--- config.mk ---
export PLATFORM = sky130hd
export DESIGN_NAME = wspq_cell
export DESIGN_NICKNAME = d
export VERILOG_FILES = /design/src/design/wspq_pkg.sv /design/src/design/wspq_cell.sv
export SDC_FILE = /design/constraint.sdc
export NUM_CORES = 1
export LEC_CHECK = 0
export BUFFER_PORTS_ARGS = -buffer_cell sky130_fd_sc_hd__buf_2
export CORE_ASPECT_RATIO = 1.75
export CORE_MARGIN = 3
export CORE_UTILIZATION = 40
export CTS_CLUSTER_SIZE = 30
export DETAILED_ROUTE_END_ITERATION = 6
export PLACE_DENSITY = 0.74
export RECOVER_POWER = 50
export SKIP_CTS_REPAIR_TIMING = 1
export SYNTH_ARGS = -nofsm -noshare
export SYNTH_HDL_FRONTEND = slang
export SYNTH_SLANG_ARGS = --single-unit
--- constraint.sdc ---
create_clock -name clock -period 4.8 [get_ports clock]
set_input_delay 1.2 -clock clock [delete_from_list [all_inputs] [get_ports clock]]
set_output_delay 1.2 -clock clock [all_outputs]
set_load 0.005 [all_outputs]
--- src/design/wspq_pkg.sv ---
// ----------------------------------------------------------------------------
// wspq_pkg
// Shared types, constants and the ordering function for the weight/symbol
// priority queue.
// ----------------------------------------------------------------------------
package wspq_pkg;

   localparam int CAPACITY     = 256;
   localparam int HANDLE_BITS  = 9;
   localparam int COUNT_BITS   = $clog2(CAPACITY + 1);
   localparam int WEIGHT_BITS  = 32;
   localparam int SYMBOL_BITS  = 8;
   localparam int FIELD_HANDLE = 9;
   localparam int FIELD_COUNT  = 9;

   typedef enum logic {
      OP_ENQUEUE = 1'b0,
      OP_DEQUEUE = 1'b1
   } op_type;

   typedef enum logic [1:0] {
      STATUS_OK    = 2'd0,
      STATUS_EMPTY = 2'd1,
      STATUS_FULL  = 2'd2
   } status_type;

   typedef struct packed {
      logic [WEIGHT_BITS-1:0] weight;
      logic [SYMBOL_BITS-1:0] symbol;
      logic [HANDLE_BITS-1:0] handle;
   } entry_type;

   typedef struct packed {
      logic      shift_in;
      logic      shift_out;
      entry_type item;
   } cmd_type;

   function automatic logic goes_before(entry_type a, entry_type b);
      if (a.weight != b.weight) begin
         return a.weight < b.weight;
      end
      return a.symbol < b.symbol;
   endfunction

endpackage

--- src/design/wspq_cell.sv ---
// ----------------------------------------------------------------------------
// wspq_cell
// One slot of the sorted row. Keeps its entry, takes the new entry, or takes
// a neighbor's entry, depending on the broadcast command.
// ----------------------------------------------------------------------------
module wspq_cell (
   input  logic                clock,
   input  wspq_pkg::cmd_type   cmd,
   input  logic                slot_valid,
   input  logic                prev_keep,
   input  wspq_pkg::entry_type prev_entry,
   input  wspq_pkg::entry_type next_entry,
   output logic                keep,
   output wspq_pkg::entry_type entry
);

   wspq_pkg::entry_type entry_ff;
   wspq_pkg::entry_type entry_in;

   // keep: this slot holds an entry not greater than the new one
   assign keep  = slot_valid && !wspq_pkg::goes_before(cmd.item, entry_ff);
   assign entry = entry_ff;

   always_comb begin
      entry_in = entry_ff;
      if (cmd.shift_in) begin
         if (keep) begin
            entry_in = entry_ff;
         end else if (prev_keep) begin
            entry_in = cmd.item;
         end else begin
            entry_in = prev_entry;
         end
      end else if (cmd.shift_out) begin
         entry_in = next_entry;
      end
   end

   always_ff @(posedge clock) begin
      entry_ff <= entry_in;
   end

endmodule

# ---- Word level (Yosys, flattened, before mapping)
# Cells that the tools add are included.
dict set report word_totals {
  ff_bits 49
  input_bits 152
  output_inout_bits 50
  word_cells 18
}
dict set report classes {
  magnitude_cmp 2
  n_eq_ne 2
  n_mux 7
  reduce_logical 4
}
# cell count
set op_table {}
lappend op_table {{$mux W49} 4}
lappend op_table {{$lt A32 B32 Y1} 1}
lappend op_table {{$ne A32 B32 Y1} 1}
lappend op_table {{$lt A8 B8 Y1} 1}
lappend op_table {{$mux W1} 3}
lappend op_table {{$ne A2 B2 Y1 const B} 1}
lappend op_table {{$reduce_and A2 Y1} 1}
lappend op_table {{$reduce_bool A2 Y1} 1}
lappend op_table {{$logic_and A1 B1 Y1} 1}
lappend op_table {{$logic_not A1 Y1} 1}

# ---- Logic depth before layout (Yosys ltp)
dict set report logic_depth {
  ltp_word 7
  ltp_mapped 7
  ltp_nobuf 7
}

# ---- Worst setup path before layout
# Ideal clock, no wire load.
dict set report synth_timing {
  path_type {input to register}
  startpoint {input port cmd[31] (netlist bit)}
  endpoint {register entry_ff, in the netlist entry[0], enable pin}
  setup_time_ns 0.411
  arrival_time_ns 3.580
  required_time_ns 4.389
  setup_slack_ns 0.809
  stages 6
  path_buffers 0
  cell_sequence {ha_1 > a21oi_1 > nand2_1 > a221o_1 > o31ai_1 > a221o_1}
}
dict set report synth_between {
  elab_chain_len 7
  word_cells_on_any_way 9
  classes_between {order compare: 1; eq/ne: 2; mux: 3; reduce/logical: 3}
}
# item line
set synth_rtl {}
lappend synth_rtl {{start: declaration} wspq_cell.sv:8} ;# input wspq_pkg::cmd_type cmd,
lappend synth_rtl {{$lt A32 B32 Y1 / $ne A32 B32 Y1 (equally long branches)} {wspq_pkg.sv:41, wspq_pkg.sv:40}}
lappend synth_rtl {{$mux W1} wspq_pkg.sv:40} ;# if (a.weight != b.weight) begin
lappend synth_rtl {{$mux W1 *} wspq_pkg.sv:43} ;# return a.symbol < b.symbol;
lappend synth_rtl {{$logic_not A1 Y1 *} wspq_cell.sv:21} ;# assign keep = slot_valid && !wspq_pkg::goes_before(cmd.item, entry_ff);
lappend synth_rtl {{$logic_and A1 B1 Y1 *} wspq_cell.sv:21}
lappend synth_rtl {{$ne A2 B2 Y1 (no source line) *} --}
lappend synth_rtl {{$reduce_and A2 Y1 (no source line) *} --}
lappend synth_rtl {{end signal: assignment} wspq_cell.sv:40} ;# entry_ff <= entry_in;
lappend synth_rtl {{end: declaration} wspq_cell.sv:17} ;# wspq_pkg::entry_type entry_ff;
# Every way passes the cells marked *; elsewhere a longest branch is shown, timed or not. The select of a mux whose other input is x is not followed.
# A chain may end at the register's enable or synchronous reset.

# ---- Worst setup path after layout
dict set report layout_timing {
  startpoint {input port cmd[31] (netlist bit)}
  endpoint {output port keep}
}
dict set report layout_between {
  elab_chain_len 5
  word_cells_on_any_way 7
  classes_between {order compare: 1; eq/ne: 1; mux: 3; reduce/logical: 2}
}
# item line
set layout_rtl {}
lappend layout_rtl {{$lt A32 B32 Y1 / $ne A32 B32 Y1 (equally long branches)} {wspq_pkg.sv:41, wspq_pkg.sv:40}}
lappend layout_rtl {{$mux W1} wspq_pkg.sv:40}
lappend layout_rtl {{$mux W1 *} wspq_pkg.sv:43}
lappend layout_rtl {{$logic_not A1 Y1 *} wspq_cell.sv:21}
lappend layout_rtl {{$logic_and A1 B1 Y1 *} wspq_cell.sv:21}
lappend layout_rtl {{end: declaration} wspq_cell.sv:13} ;# output logic keep,
# Marks and branches as above.

==> impl_results.md <==
* First drt pass iteration count at 4
* Starting Density at 41.7%
* XOR/XNOR share of the synthesized area at 0%
* Antenna viol nets, final at 0
* VDD IR max at 0.201 mV
* Die H at 130 um
* First-pass GRT wire length at 16200 um
* CP max stage delay at 0.42 ns
* HPWL after DPL at 8170 um
* Minimum clock period at 4.15 ns
* Deepest clock path buffer count at 2
* Routability cong. at 0.796
* Distinct cells, synth at 33
* Finish-stage setup viols at 0
* Worst endpoint data arrival time at 2.95 ns
* RSZ-0062 raised after global routing: no
* Total global routing overflow at 0
* Crit path launch type: input port
* CP max FO at 3
* Htree depth at 2
* Failing checks: capacitance limit, slew limit
* Layout area overhead at 34.6%
* Layout cells sized above 1 at 33.0%
* WS Path Type: input port to output pin
* Placed Area at 4640 um2
* Die Width at 77.1 um
* Clk_skew at 0.00631 ns
* TritonCTS buffer count at 5
* Pin count of the biggest net entering global routing at 101
* Seq cells post-synth at 49
* Status: finished with violations
* Root Buffer: clkbuf_16
* Part of the Yosys area used for sequential elements at 41.6%
* Min-Delay Startpoint: next_entry[34]
* TritonCTS clock tree: built
* Number of global-route vias before repair at 3499
* Initial antenna violation count at 0
* YS warnings at 0
* Final Max Tran Viols at 101
* Clock Latency Late Sink at 0.29 ns
* Row cnt at 44
* NumNets Final at 741
* DRC errors left at 0
* Pwr dens at 275 nW/um2
* Setup crit start: cmd[31]
* Hold Fails Final Rpt at 0
* Crit path required time at 3.60 ns
* Simple-gate share of the synthesized area at 11.1%
* Fmax at 241 MHz
* Cells after Synth at 356
* Clk sinks at 49
* Setup TNS at 0 ns
* Netlist Area Pre-Place at 3530 um2
* Synth Area in Compound Gates at 13.2%
* Syn Nets at 547
* Rel. slew slack at -24.5%
* Largest family of logic cells by synthesized area: multiplexers
* Clock transition at the registers of the reported paths at 0.07 ns
* Worst-Margin Slew at 1.87 ns
* CP most frequent cell: buf_2
* Drt wl/cell at 15.1 um
* Io pins at 202
* Dpl ws at 0.642 ns
* ANT cells at 0
* Port bufs at 201
* Vias at 3324
* Total Wirelength at 10100 um
* Worst path cell trace: buf_2 -> ha_1 -> a21oi_1 -> nand2_1 -> a221o_1 -> o31ai_1 -> a41oi_1 -> buf_2
* Avg Synthesized Cell Area at 9.93 um2
* Worst R2R Start: entry[31]
* Final WS setup at 0.653 ns
* 1st-iter DRT viols at 68
* Max Cap Viol at 1
* Adder-cell share of the synthesized area at 13.8%
* Fin crit share at 86.4%
* Leakage at 2.40 nW
* Core box area at 8480 um2
* Setup crit end kind: output pin
* Slowest cell on crit path: o31ai_1
* Mux share of post-synthesis cell area at 13.9%
* Design area at 4760 um2
* Max reg flops at 49
* Global-route usage over all layers at 20.2%
* Hold Path Class: input port to flop
* Vias per cell at 4.99
* Die area at 10000 um2
-- layout by cell type, fill, tap and decap left out, types with 2 or more instances in the layout --
cell and instances:
a21oi_1 64, mux2i_1 49, nor2_1 51, ha_1 39, a21o_1 4, inv_1 41, nand2_1 5, nor3_1 2
o21ai_0 5, clkbuf_1 38, nand4_1 4, buf_4 3, clkbuf_16 5, edfxtp_1 49, buf_2 162, nand4_2 5
nand3_1 3
-- through the flow --
stage          util (%)  instances  power [W]  hold slack, ns
6_report           56.1        666    0.00131            1.24
3_5_place_dp       54.7        658   0.000935            1.52
5_1_grt            56.1        666    0.00140            1.23
4_1_cts            56.7        666    0.00134            1.22
3_3_place_gp       54.7        658   0.000922            1.50
2_1_floorplan         -        356   0.000765            1.43
-- cells in the mapped netlist, drive strengths merged --
master / count / share of area, %
and4: 1 / 0.32
a221oi: 1 / 0.25
a2111oi: 1 / 0.25
o31ai: 1 / 0.21
nand2: 5 / 0.53
clkbuf: 8 / 0.85
a221o: 2 / 0.57
ha: 39 / 14
a21oi: 64 / 9.1
nand3: 3 / 0.42
o2111ai: 1 / 0.25
a22oi: 1 / 0.21
nand2b: 1 / 0.18
and3: 1 / 0.18
o211ai: 1 / 0.21
o21ai: 5 / 0.71
nor2b: 1 / 0.18
nor4: 3 / 1.1
nor2: 51 / 5.4
a211oi: 1 / 0.21
a21o: 4 / 0.85
inv: 41 / 4.4
nand4: 9 / 2.5
a41oi: 1 / 0.25
buf: 9 / 1.1
o21a: 1 / 0.21
nor3: 2 / 0.28
edfxtp: 49 / 42
mux2i: 49 / 14
-- final timing paths --
check	slack [ns]	to	cells past startpoint
worst min-delay path	1.24	entry[34]	3
worst max-delay path	0.65	keep	8
worst max register to register	2.14	entry[17]	8
worst min register to register	1.53	entry[41]	6
-- metal layers --
| layer | GRT usage (%) | share of wire [%] |
|---|---|---|
| met1 | 20.8 | 36 |
| met2 | 39.5 | 55 |
| met3 | 4.83 | 6.2 |
| met4 | 7.34 | 2.4 |
| met5 | 0 | 0 |
-- power by group --
group          total [W]  internal [W]  switching [W]
clock           0.000397      0.000244       0.000153
combinational   0.000352      0.000161       0.000191
sequential      0.000560      0.000538      0.0000219
-- worst max-delay path, delay by kind of cell --
| family | cells | cell delay [ns] |
|---|---|---|
| AOI/OAI and AO/OA | 4 | 1.07 |
| adders and majority gates | 1 | 0.33 |
| buffers and inverters | 2 | 0.26 |
| and+or+nand+nor | 1 | 0.08 |
-- area by class of cell --
class,count,area (um2)
multi-input cells,249,1840
clock inverters,3,41.3
fillers,823,3720
clock buffers,5,125
well taps,115,144
repair buffers,204,981
inverters,41,154
flip-flops and latches,49,1470
-- logic make-up after synthesis --
kind of cell               count (synthesis)
adders and majority gates                 39
AOI/OAI and AO/OA                         84
muxes                                     49
buffers and inverters                     58
and+or+nand+nor                           77
DFF                                       49
(Power assumes the default switching activity.)
